[src/nfrp_pkg.sv]
// ----------------------------------------------------------------------------
// nfrp_pkg
// Shared widths, register indexes and pipeline types for the nearest-fit
// rectangle placement block.
// ----------------------------------------------------------------------------
package nfrp_pkg;

    // Field widths
    localparam int COORD_W    = 16;   // signed coordinates
    localparam int DIM_W      = 16;   // unsigned sizes
    localparam int ORD_W      = 8;    // reported ordinal
    localparam int DIST_W     = 34;   // kept squared distance
    localparam int OUT_DIST_W = 33;   // reported squared distance
    localparam int DELTA_W    = COORD_W + 1;   // want minus candidate
    localparam int LIMIT_W    = COORD_W + 2;   // corner plus spare room
    localparam int SQ_W       = 2 * COORD_W;   // one squared delta
    localparam int CFG_IDX_W  = 2;
    localparam int CFG_DATA_W = 16;

    // Default list length limit
    localparam int MAX_RECTS_DEF = 256;

    // Configuration register indexes
    typedef enum logic [CFG_IDX_W-1:0] {
        REG_WINDOW_WIDTH  = 2'd0,
        REG_WINDOW_HEIGHT = 2'd1,
        REG_WANT_X        = 2'd2,
        REG_WANT_Y        = 2'd3
    } cfg_reg_t;

    // Control that travels with each request down the pipeline
    typedef struct packed {
        logic             valid;  // stage holds a request
        logic             cand;   // request still counts as a candidate
        logic             last;   // request closes the list
        logic [ORD_W-1:0] ord;    // arrival number, low bits
    } stage_ctl_t;

endpackage

[src/nfrp_if.sv]
// ----------------------------------------------------------------------------
// nfrp channel interfaces
// Valid/ready channels for the rectangle stream and the placement result.
// ----------------------------------------------------------------------------
interface nfrp_rect_if;
    import nfrp_pkg::*;

    logic                      valid;
    logic                      ready;
    logic                      rect_present;
    logic signed [COORD_W-1:0] rect_x;
    logic signed [COORD_W-1:0] rect_y;
    logic        [DIM_W-1:0]   rect_width;
    logic        [DIM_W-1:0]   rect_height;
    logic                      last_rect;

    modport source (
        output valid, rect_present, rect_x, rect_y, rect_width, rect_height, last_rect,
        input  ready
    );
    modport sink (
        input  valid, rect_present, rect_x, rect_y, rect_width, rect_height, last_rect,
        output ready
    );
endinterface

interface nfrp_place_if;
    import nfrp_pkg::*;

    logic                      valid;
    logic                      ready;
    logic                      found;
    logic signed [COORD_W-1:0] place_x;
    logic signed [COORD_W-1:0] place_y;
    logic        [ORD_W-1:0]   chosen_ordinal;
    logic        [OUT_DIST_W-1:0] distance_sq;

    modport source (
        output valid, found, place_x, place_y, chosen_ordinal, distance_sq,
        input  ready
    );
    modport sink (
        input  valid, found, place_x, place_y, chosen_ordinal, distance_sq,
        output ready
    );
endinterface

[src/nearest_fit_rect_position_top.sv]
// ----------------------------------------------------------------------------
// nearest_fit_rect_position_top
// Nearest-fit window placement over a stream of free rectangles.
// ----------------------------------------------------------------------------
// Usage
//   rect_in carries one free rectangle per request; last_rect closes a list,
//   and a request with rect_present low carries no rectangle (it may still
//   close the list). place_out gives one result per list, on its last request.
//   Window size and wanted position are written through cfg_we / cfg_index /
//   cfg_wdata while no list is in flight.
// Timing
//   Five register stages: input, fit and limit, delta, square, running best.
//   A result is registered from the closing request as it leaves the square
//   stage. One request is taken every cycle while the input is not stalled;
//   the running-minimum compare in the last stage closes a loop on the best.
// Reset
//   rst_n clears the configuration, the stage valid flags, the running best
//   flag, the result valid and the rectangle count; data registers load first.
// Stalls
//   The result register decouples the sides: requests keep flowing while a
//   result waits. rect_in.ready drops only when a second closing request
//   reaches the last stage while the earlier result is still not taken.
// ----------------------------------------------------------------------------
module nearest_fit_rect_position_top #(
    parameter int MAX_RECTS = nfrp_pkg::MAX_RECTS_DEF
) (
    input  logic                            clk,
    input  logic                            rst_n,
    input  logic                            cfg_we,
    input  logic [nfrp_pkg::CFG_IDX_W-1:0]  cfg_index,
    input  logic [nfrp_pkg::CFG_DATA_W-1:0] cfg_wdata,
    nfrp_rect_if.sink                       rect_in,
    nfrp_place_if.source                    place_out
);
    import nfrp_pkg::*;

    localparam int CNT_W  = $clog2(MAX_RECTS + 1);
    localparam int ORDX_W = (CNT_W > ORD_W) ? CNT_W : ORD_W;

    // ------------------------------------------------------------------
    // Configuration registers
    // ------------------------------------------------------------------
    logic        [DIM_W-1:0]   win_w_reg;
    logic        [DIM_W-1:0]   win_h_reg;
    logic signed [COORD_W-1:0] want_x_reg;
    logic signed [COORD_W-1:0] want_y_reg;

    always_ff @(posedge clk or negedge rst_n)
    begin
        if (!rst_n)
        begin
            win_w_reg  <= '0;
            win_h_reg  <= '0;
            want_x_reg <= '0;
            want_y_reg <= '0;
        end
        else if (cfg_we)
        begin
            case (cfg_reg_t'(cfg_index))
                REG_WINDOW_WIDTH:  win_w_reg  <= DIM_W'(cfg_wdata);
                REG_WINDOW_HEIGHT: win_h_reg  <= DIM_W'(cfg_wdata);
                REG_WANT_X:        want_x_reg <= COORD_W'(cfg_wdata);
                REG_WANT_Y:        want_y_reg <= COORD_W'(cfg_wdata);
                default:           ;
            endcase
        end
    end

    // ------------------------------------------------------------------
    // Pipeline advance: hold only when a closing request meets a full
    // result register that is not being emptied
    // ------------------------------------------------------------------
    stage_ctl_t s1_ctl_reg, s2_ctl_reg, s3_ctl_reg, s4_ctl_reg;
    logic       out_valid_reg;
    logic       advance;
    logic       take_in;

    assign advance = !(s4_ctl_reg.valid && s4_ctl_reg.last && out_valid_reg
                       && !place_out.ready);
    assign rect_in.ready = advance;
    assign take_in       = rect_in.valid && advance;

    // ------------------------------------------------------------------
    // Rectangle count and arrival number
    // ------------------------------------------------------------------
    logic [CNT_W-1:0]  cnt_reg, cnt_next;
    logic              counted;
    logic [ORDX_W-1:0] ord_ext;
    stage_ctl_t        s1_ctl_next;

    assign counted = rect_in.rect_present && (cnt_reg < CNT_W'(MAX_RECTS));
    assign ord_ext = ORDX_W'(cnt_reg);

    always_comb
    begin
        cnt_next = cnt_reg;
        if (take_in)
        begin
            if (rect_in.last_rect)
                cnt_next = '0;
            else if (counted)
                cnt_next = cnt_reg + CNT_W'(1);
        end
    end

    always_comb
    begin
        s1_ctl_next.valid = rect_in.valid;
        s1_ctl_next.cand  = counted;
        s1_ctl_next.last  = rect_in.last_rect;
        s1_ctl_next.ord   = ord_ext[ORD_W-1:0];
    end

    // ------------------------------------------------------------------
    // Stage 1: input register
    // ------------------------------------------------------------------
    logic signed [COORD_W-1:0] s1_rx_reg, s1_ry_reg;
    logic        [DIM_W-1:0]   s1_rw_reg, s1_rh_reg;

    always_ff @(posedge clk or negedge rst_n)
    begin
        if (!rst_n)
        begin
            cnt_reg    <= '0;
            s1_ctl_reg <= '0;
        end
        else if (advance)
        begin
            cnt_reg    <= cnt_next;
            s1_ctl_reg <= s1_ctl_next;
        end
    end

    always_ff @(posedge clk)
    begin
        if (advance)
        begin
            s1_rx_reg <= rect_in.rect_x;
            s1_ry_reg <= rect_in.rect_y;
            s1_rw_reg <= rect_in.rect_width;
            s1_rh_reg <= rect_in.rect_height;
        end
    end

    // ------------------------------------------------------------------
    // Stage 2: fit test and furthest corner the window may move to
    // ------------------------------------------------------------------
    logic                      fits;
    logic        [DIM_W-1:0]   room_x, room_y;
    logic signed [LIMIT_W-1:0] lim_x_next, lim_y_next;
    logic signed [LIMIT_W-1:0] s2_lim_x_reg, s2_lim_y_reg;
    logic signed [COORD_W-1:0] s2_rx_reg, s2_ry_reg;
    stage_ctl_t                s2_ctl_next;

    assign fits   = (s1_rw_reg >= win_w_reg) && (s1_rh_reg >= win_h_reg);
    assign room_x = s1_rw_reg - win_w_reg;
    assign room_y = s1_rh_reg - win_h_reg;
    assign lim_x_next = {{(LIMIT_W-COORD_W){s1_rx_reg[COORD_W-1]}}, s1_rx_reg}
                      + $signed({{(LIMIT_W-DIM_W){1'b0}}, room_x});
    assign lim_y_next = {{(LIMIT_W-COORD_W){s1_ry_reg[COORD_W-1]}}, s1_ry_reg}
                      + $signed({{(LIMIT_W-DIM_W){1'b0}}, room_y});

    // Candidate survives only if the window fits
    always_comb
    begin
        s2_ctl_next      = s1_ctl_reg;
        s2_ctl_next.cand = s1_ctl_reg.cand && fits;
    end

    always_ff @(posedge clk or negedge rst_n)
    begin
        if (!rst_n)
            s2_ctl_reg <= '0;
        else if (advance)
            s2_ctl_reg <= s2_ctl_next;
    end

    always_ff @(posedge clk)
    begin
        if (advance)
        begin
            s2_rx_reg    <= s1_rx_reg;
            s2_ry_reg    <= s1_ry_reg;
            s2_lim_x_reg <= lim_x_next;
            s2_lim_y_reg <= lim_y_next;
        end
    end

    // ------------------------------------------------------------------
    // Stage 3: pull the corner toward the wish, take the deltas
    // ------------------------------------------------------------------
    logic signed [LIMIT_W-1:0] want_x_ext, want_y_ext;
    logic signed [COORD_W-1:0] cx, cy;
    logic signed [DELTA_W-1:0] dx_next, dy_next;
    logic signed [COORD_W-1:0] s3_cx_reg, s3_cy_reg;
    logic signed [DELTA_W-1:0] s3_dx_reg, s3_dy_reg;

    assign want_x_ext = {{(LIMIT_W-COORD_W){want_x_reg[COORD_W-1]}}, want_x_reg};
    assign want_y_ext = {{(LIMIT_W-COORD_W){want_y_reg[COORD_W-1]}}, want_y_reg};

    // The pulled value never exceeds the wish, so it fits a coordinate
    always_comb
    begin
        cx = s2_rx_reg;
        if (s2_rx_reg < want_x_reg)
            cx = (want_x_ext < s2_lim_x_reg) ? want_x_reg : s2_lim_x_reg[COORD_W-1:0];
        cy = s2_ry_reg;
        if (s2_ry_reg < want_y_reg)
            cy = (want_y_ext < s2_lim_y_reg) ? want_y_reg : s2_lim_y_reg[COORD_W-1:0];
    end

    assign dx_next = {want_x_reg[COORD_W-1], want_x_reg} - {cx[COORD_W-1], cx};
    assign dy_next = {want_y_reg[COORD_W-1], want_y_reg} - {cy[COORD_W-1], cy};

    always_ff @(posedge clk or negedge rst_n)
    begin
        if (!rst_n)
            s3_ctl_reg <= '0;
        else if (advance)
            s3_ctl_reg <= s2_ctl_reg;
    end

    always_ff @(posedge clk)
    begin
        if (advance)
        begin
            s3_cx_reg <= cx;
            s3_cy_reg <= cy;
            s3_dx_reg <= dx_next;
            s3_dy_reg <= dy_next;
        end
    end

    // ------------------------------------------------------------------
    // Stage 4: square the deltas
    // ------------------------------------------------------------------
    logic signed [2*DELTA_W-1:0] sqx_full, sqy_full;
    logic        [SQ_W-1:0]      s4_sqx_reg, s4_sqy_reg;
    logic signed [COORD_W-1:0]   s4_cx_reg, s4_cy_reg;

    assign sqx_full = s3_dx_reg * s3_dx_reg;
    assign sqy_full = s3_dy_reg * s3_dy_reg;

    always_ff @(posedge clk or negedge rst_n)
    begin
        if (!rst_n)
            s4_ctl_reg <= '0;
        else if (advance)
            s4_ctl_reg <= s3_ctl_reg;
    end

    always_ff @(posedge clk)
    begin
        if (advance)
        begin
            s4_sqx_reg <= sqx_full[SQ_W-1:0];
            s4_sqy_reg <= sqy_full[SQ_W-1:0];
            s4_cx_reg  <= s3_cx_reg;
            s4_cy_reg  <= s3_cy_reg;
        end
    end

    // ------------------------------------------------------------------
    // Stage 5: running best; later candidate wins a tie
    // ------------------------------------------------------------------
    logic                      best_valid_reg, best_valid_next;
    logic signed [COORD_W-1:0] best_x_reg, best_x_next;
    logic signed [COORD_W-1:0] best_y_reg, best_y_next;
    logic        [DIST_W-1:0]  best_dist_reg, best_dist_next;
    logic        [ORD_W-1:0]   best_ord_reg, best_ord_next;
    logic        [DIST_W-1:0]  cand_dist;
    logic                      keep;
    logic                      close;

    assign cand_dist = DIST_W'(s4_sqx_reg) + DIST_W'(s4_sqy_reg);
    assign keep  = s4_ctl_reg.valid && s4_ctl_reg.cand
                   && (!best_valid_reg || (cand_dist <= best_dist_reg));
    assign close = advance && s4_ctl_reg.valid && s4_ctl_reg.last;

    // Merged best including this request
    always_comb
    begin
        best_valid_next = best_valid_reg;
        best_x_next     = best_x_reg;
        best_y_next     = best_y_reg;
        best_dist_next  = best_dist_reg;
        best_ord_next   = best_ord_reg;
        if (keep)
        begin
            best_valid_next = 1'b1;
            best_x_next     = s4_cx_reg;
            best_y_next     = s4_cy_reg;
            best_dist_next  = cand_dist;
            best_ord_next   = s4_ctl_reg.ord;
        end
    end

    always_ff @(posedge clk or negedge rst_n)
    begin
        if (!rst_n)
            best_valid_reg <= 1'b0;
        else if (close)
            best_valid_reg <= 1'b0;
        else if (advance)
            best_valid_reg <= best_valid_next;
    end

    always_ff @(posedge clk)
    begin
        if (advance)
        begin
            best_x_reg    <= best_x_next;
            best_y_reg    <= best_y_next;
            best_dist_reg <= best_dist_next;
            best_ord_reg  <= best_ord_next;
        end
    end

    // ------------------------------------------------------------------
    // Result register
    // ------------------------------------------------------------------
    logic                         out_valid_next;
    logic                         out_found_reg;
    logic signed [COORD_W-1:0]    out_x_reg, out_y_reg;
    logic        [ORD_W-1:0]      out_ord_reg;
    logic        [OUT_DIST_W-1:0] out_dist_reg;

    always_comb
    begin
        out_valid_next = out_valid_reg;
        if (close)
            out_valid_next = 1'b1;
        else if (place_out.ready)
            out_valid_next = 1'b0;
    end

    always_ff @(posedge clk or negedge rst_n)
    begin
        if (!rst_n)
            out_valid_reg <= 1'b0;
        else
            out_valid_reg <= out_valid_next;
    end

    // Nothing fitted: report the wish with zero ordinal and distance
    always_ff @(posedge clk)
    begin
        if (close)
        begin
            out_found_reg <= best_valid_next;
            if (best_valid_next)
            begin
                out_x_reg    <= best_x_next;
                out_y_reg    <= best_y_next;
                out_ord_reg  <= best_ord_next;
                out_dist_reg <= best_dist_next[OUT_DIST_W-1:0];
            end
            else
            begin
                out_x_reg    <= want_x_reg;
                out_y_reg    <= want_y_reg;
                out_ord_reg  <= '0;
                out_dist_reg <= '0;
            end
        end
    end

    assign place_out.valid          = out_valid_reg;
    assign place_out.found          = out_found_reg;
    assign place_out.place_x        = out_x_reg;
    assign place_out.place_y        = out_y_reg;
    assign place_out.chosen_ordinal = out_ord_reg;
    assign place_out.distance_sq    = out_dist_reg;

    // ------------------------------------------------------------------
    // Assertions
    // ------------------------------------------------------------------
    // Input holds back only behind a waiting result
    a_stall_cause: assert property (@(posedge clk) disable iff (!rst_n)
        !rect_in.ready |-> (out_valid_reg && !place_out.ready))
        else $error("input stalled without a blocked result");

    // A new result only follows a closing request in the last stage
    a_result_source: assert property (@(posedge clk) disable iff (!rst_n)
        $rose(out_valid_reg) |-> $past(s4_ctl_reg.valid && s4_ctl_reg.last))
        else $error("result raised without a closing request");

    // No-fit result carries zero ordinal and distance
    a_nofit_zero: assert property (@(posedge clk) disable iff (!rst_n)
        (out_valid_reg && !out_found_reg) |-> (out_ord_reg == '0 && out_dist_reg == '0))
        else $error("no-fit result with non-zero ordinal or distance");

    // Rectangle count saturates at the list limit
    a_cnt_limit: assert property (@(posedge clk) disable iff (!rst_n)
        cnt_reg <= CNT_W'(MAX_RECTS))
        else $error("rectangle count beyond limit");

endmodule
[src/flat_wrapper.sv]
// flat-port wrapper written by rule: the top's interface ports become plain ports
module nearest_fit_rect_position_top_flat import nfrp_pkg::*;
#(
    parameter int MAX_RECTS = nfrp_pkg::MAX_RECTS_DEF
)
  (clk, rst_n, cfg_we, cfg_index, cfg_wdata, rect_in_valid, rect_in_rect_present, rect_in_rect_x, rect_in_rect_y, rect_in_rect_width, rect_in_rect_height, rect_in_last_rect, rect_in_ready, place_out_valid, place_out_found, place_out_place_x, place_out_place_y, place_out_chosen_ordinal, place_out_distance_sq, place_out_ready);
  nfrp_rect_if rect_in_i ();
  nfrp_place_if place_out_i ();
  input  logic clk;
  input  logic rst_n;
  input  logic cfg_we;
  input  logic [nfrp_pkg::CFG_IDX_W-1:0] cfg_index;
  input  logic [nfrp_pkg::CFG_DATA_W-1:0] cfg_wdata;
  input wire logic [$bits(rect_in_i.valid)-1:0] rect_in_valid;
  input wire logic [$bits(rect_in_i.rect_present)-1:0] rect_in_rect_present;
  input wire logic [$bits(rect_in_i.rect_x)-1:0] rect_in_rect_x;
  input wire logic [$bits(rect_in_i.rect_y)-1:0] rect_in_rect_y;
  input wire logic [$bits(rect_in_i.rect_width)-1:0] rect_in_rect_width;
  input wire logic [$bits(rect_in_i.rect_height)-1:0] rect_in_rect_height;
  input wire logic [$bits(rect_in_i.last_rect)-1:0] rect_in_last_rect;
  output wire logic [$bits(rect_in_i.ready)-1:0] rect_in_ready;
  output wire logic [$bits(place_out_i.valid)-1:0] place_out_valid;
  output wire logic [$bits(place_out_i.found)-1:0] place_out_found;
  output wire logic [$bits(place_out_i.place_x)-1:0] place_out_place_x;
  output wire logic [$bits(place_out_i.place_y)-1:0] place_out_place_y;
  output wire logic [$bits(place_out_i.chosen_ordinal)-1:0] place_out_chosen_ordinal;
  output wire logic [$bits(place_out_i.distance_sq)-1:0] place_out_distance_sq;
  input wire logic [$bits(place_out_i.ready)-1:0] place_out_ready;
  assign rect_in_i.valid = rect_in_valid;
  assign rect_in_i.rect_present = rect_in_rect_present;
  assign rect_in_i.rect_x = rect_in_rect_x;
  assign rect_in_i.rect_y = rect_in_rect_y;
  assign rect_in_i.rect_width = rect_in_rect_width;
  assign rect_in_i.rect_height = rect_in_rect_height;
  assign rect_in_i.last_rect = rect_in_last_rect;
  assign rect_in_ready = rect_in_i.ready;
  assign place_out_valid = place_out_i.valid;
  assign place_out_found = place_out_i.found;
  assign place_out_place_x = place_out_i.place_x;
  assign place_out_place_y = place_out_i.place_y;
  assign place_out_chosen_ordinal = place_out_i.chosen_ordinal;
  assign place_out_distance_sq = place_out_i.distance_sq;
  assign place_out_i.ready = place_out_ready;
  nearest_fit_rect_position_top #(.MAX_RECTS(MAX_RECTS)) u_core (.clk(clk), .rst_n(rst_n), .cfg_we(cfg_we), .cfg_index(cfg_index), .cfg_wdata(cfg_wdata), .rect_in(rect_in_i), .place_out(place_out_i));
endmodule
[config.mk]
export PLATFORM = sky130hd
export DESIGN_NAME = nearest_fit_rect_position_top_flat
export DESIGN_NICKNAME = d
export VERILOG_FILES = /design/src/nfrp_pkg.sv /design/src/nfrp_if.sv /design/src/nearest_fit_rect_position_top.sv /design/src/flat_wrapper.sv
export SDC_FILE = /design/constraint.sdc
export NUM_CORES = 2
export LEC_CHECK = 0
export BUFFER_PORTS_ARGS = -buffer_cell sky130_fd_sc_hd__buf_2
export CORE_ASPECT_RATIO = 1.1
export CORE_UTILIZATION = 45
export CTS_BUF_LIST = sky130_fd_sc_hd__clkbuf_4 sky130_fd_sc_hd__clkbuf_8 sky130_fd_sc_hd__clkbuf_16
export DETAILED_ROUTE_END_ITERATION = 10
export SLEW_MARGIN = 20
export SYNTH_ARGS = -nofsm -noshare
export SYNTH_HDL_FRONTEND = slang
export SYNTH_SLANG_ARGS = --single-unit
[constraint.sdc]
create_clock -name clk -period 17.6 [get_ports clk]
set_input_delay 0.88 -clock clk [delete_from_list [all_inputs] [get_ports clk]]
set_output_delay 0.88 -clock clk [all_outputs]
set_load 0.02 [all_outputs]
==> summary by stage <==
Floorplanning
The area inside the core boundary is 103800 µm². The initial core utilization is 0.4534. The overall die area is 105900 µm². The number of primary I/O pins is 165. The initialized floorplan defines 124 standard-cell rows. The die is 341.2 µm tall. In this run the horizontal extent of the chip is 310.3 µm.

Synthesis
Of the synthesized area, sequential elements account for 0.3434. The share of synthesized area in the top cell type comes to 0.2801. The mapped netlist covers 47060 µm². The number of nets handed over by synthesis was 5212.

After synthesis, the share of flip-flops with an asynchronous set or reset is 0.2133. The dominant cell type by area after synthesis is edfxtp_1. The number of register bits inferred by synthesis is 558. The count of warnings emitted by yosys is 0. The mean instance size in the synthesized netlist is 11.18 µm². Yosys mapped the design onto 77 distinct sky130hd cell types. By area the synthesized netlist is led by edfxtp_1 28%, fa_1 22%, ha_1 11%, inv_1 6.6%, dfrtp_1 6.3%.

The gate count after technology mapping is 4210. The primary flip-flop cell chosen by synthesis mapping is edfxtp_1. Yosys mapped a number of flops with a built-in enable equal to 439.

CTS
The maximum level of the CTS H-tree is 3. In this run the post-CTS setup repair buffer count came out at 0. TritonCTS built the clock tree. The hold buffer count at CTS is 0. TritonCTS created 66 clock buffers. In this run the clock root is driven by a clkbuf_16. The clock latency of the later-clocked register in the worst-skew pair is 0.62 ns. The number of sinks on the clock net is 558. The clock passes through at most 3 buffers. Clock-pin slew was measured on the worst setup and hold paths at 0.06 ns.

Gates resized during post-CTS repair numbered 0.

Worst hold path
The worst hold-check path type is in2async.

Cells and area
The library cells used most frequently in the layout, excluding fill and tap cells, are 826 x inv_1, 518 x fa_1, 439 x edfxtp_1. The finished cells cover 51850 µm². For this run, the post-layout net count is 5373. The fraction of layout instances using a drive strength above 1 is 0.1205.

The layout has 9383 filler cells. The commonest non-fill, non-tap cell in the layout is inv_1. From synthesis to final layout, the design area changed by 10.17%.

Worst setup path
STA classifies the critical path startpoint as a register. The largest fanout on the critical path is 18. For the worst setup path, the data required time is 17.97 ns. By startpoint and endpoint, the worst setup path is classified as reg2reg. The capturing element type of the critical path is a register.

The data arrival time of the critical path is 7.27 ns.

GRT
The maximum number of pins on one net before global-route repair is 75. The number of antenna violations at the first check in global routing was 8. Summed over all layers, the global routing overflow is 0. The global router's overall resource usage is 0.2057. The global-route wire length before repair is 168.1 mm. The number of global-route vias before repair is 31245.

Timing
Setup violations remaining at the end of the flow were counted as 0. Derived from the worst setup path, the maximum achievable clock frequency is 144.9 MHz. The count of pins over their slew limit is 0. The setup TNS is 0 ns.

The setup skew after layout is 0.01925 ns. The max-slew headroom at the worst pin is 0.3292. Setup repair after global routing left no endpoint under its margin. The final cycle utilization of the critical path is 0.3920. The final critical-path required period is 6.899 ns. The count of endpoints failing hold in the final timing report is 0. At the pin with the least slew margin, the transition time is 1.003 ns.

Placed design
The detailed-placement wirelength estimate is 83.42 mm. The congestion estimate from routability-driven global placement came to 0.8776. The placed instances occupy a cell area of 49490 µm². The quantity of I/O buffers inserted on ports is 164.

Routing
After detailed routing, the number of vias per cell comes to 5.053. The via count is 29356. For this block, the initial DRC count from the detailed router was 1433. The detail route stage leaves a number of antenna-violating nets equal to 0. The routed wirelength normalized by instance count is 18.06 µm. For this block, the routed nets add up to 104.9 mm of wire.

For this run, design rule violations remaining after detail routing come to 0. The number of search-and-repair iterations in the first detailed-routing pass is 7.

Run status
The flow ran to the end, and the final reports show no timing, DRC or antenna violations.

Job
The max-cap violation count is 0.
[through the flow]
| step | util | hold slack (ns) | worst slack [ns] | std cells |
|---|---|---|---|---|
| 2_1_floorplan | - | 0.4003 | 4.449 | 4210 |
| 3_3_place_gp | 0.4768 | 0.4006 | 10.74 | 5689 |
| 3_5_place_dp | 0.4768 | 0.4045 | 10.64 | 5689 |
| 4_1_cts | 0.4995 | 0.2028 | 10.63 | 5808 |
| 5_1_grt | 0.4995 | 0.2447 | 10.31 | 5808 |
| 6_report | 0.4995 | 0.2214 | 10.70 | 5810 |
[cells in the mapped netlist, drive strengths merged (30+ instances only)]
cell type and n:
a211oi 30, ha 395, nor2 169, nor2b 51, xor2 50, xnor2 155
clkbuf 74, o21a 30, and2 153, a21o 61, inv 826, dfrtp 119
mux2i 61, nor3 39, a21oi 191, fa 518, edfxtp 439, nand2 249
o21ai 102, mux2 192, nand3 39
[logic make-up after synthesis]
kind of cell / share of synthesized area
buffers and inverters: 0.07386
AND/OR/NAND/NOR: 0.08582
flip-flops: 0.3434
XOR/XNOR: 0.03815
multiplexers: 0.05900
AO/OA/AOI/OAI: 0.07442
adder cells (fa/ha/maj): 0.3254
[final timing paths]
| path | slack, ns | cells after the start | to | from |
|---|---|---|---|---|
| worst max-delay path | 10.70 | 23 | u_core.s4_sqx_reg[30]$_DFFE_PN_ | u_core.s3_dx_reg[7]$_DFFE_PN_ |
| max in group asynchronous | 16.09 | 2 | u_core.s4_ctl_reg[1]$_DFFE_PN0N_ | rst_n |
| worst min-delay path | 0.22 | 1 | u_core.win_h_reg[14]$_DFFE_PN0P_ | rst_n |
| worst min register to register | 0.42 | 0 | u_core.s4_cx_reg[14]$_DFFE_PN_ | u_core.s3_cx_reg[14]$_DFFE_PN_ |
| min in group clk | 0.42 | 0 | u_core.s4_cx_reg[14]$_DFFE_PN_ | u_core.s3_cx_reg[14]$_DFFE_PN_ |
| worst max register to register | 10.70 | 23 | u_core.s4_sqx_reg[30]$_DFFE_PN_ | u_core.s3_dx_reg[7]$_DFFE_PN_ |
[final cells by class]
cell class / instances / area [µm²] / share of cell area
multi-input cells: 2733 / 27510 / 0.5305
flip-flops and latches: 558 / 16160 / 0.3117
inverters: 826 / 3100 / 0.05980
clock buffers: 80 / 1775 / 0.03424
well taps: 1386 / 1734 / 0.03345
repair buffers: 186 / 992.2 / 0.01914
clock inverters: 39 / 575.6 / 0.01110
diodes: 2 / 5.005 / 0.00009653
[metal layers]
metal  vias up  wire (µm)  track usage
met2       576      50780       0.3491
li1      14203          -            -
met3       177       4489      0.03078
met1     14394      45910       0.2656
met4         6       3719      0.07625
met5         -         36            0
[critical path: stages, from the launching register on]
cell and delay (ns):
edfxtp_1 0.79, and2_1 0.26, inv_1 0.08, fa_1 0.54, inv_1 0.06, fa_1 0.53
inv_1 0.06, fa_1 0.40, inv_1 0.09, fa_1 0.44, fa_1 0.55, inv_1 0.05
fa_1 0.47, inv_1 0.04, ha_1 0.33, a21o_1 0.22, or4_1 0.39, o21a_1 0.21
a211oi_1 0.35, o21ai_1 0.19, a21oi_1 0.23, o21ai_0 0.12, a21oi_1 0.18, xnor2_1 0.08
Power is not shown: default switching activity piles up to over one toggle a cycle in this logic, so the estimate is an artifact.
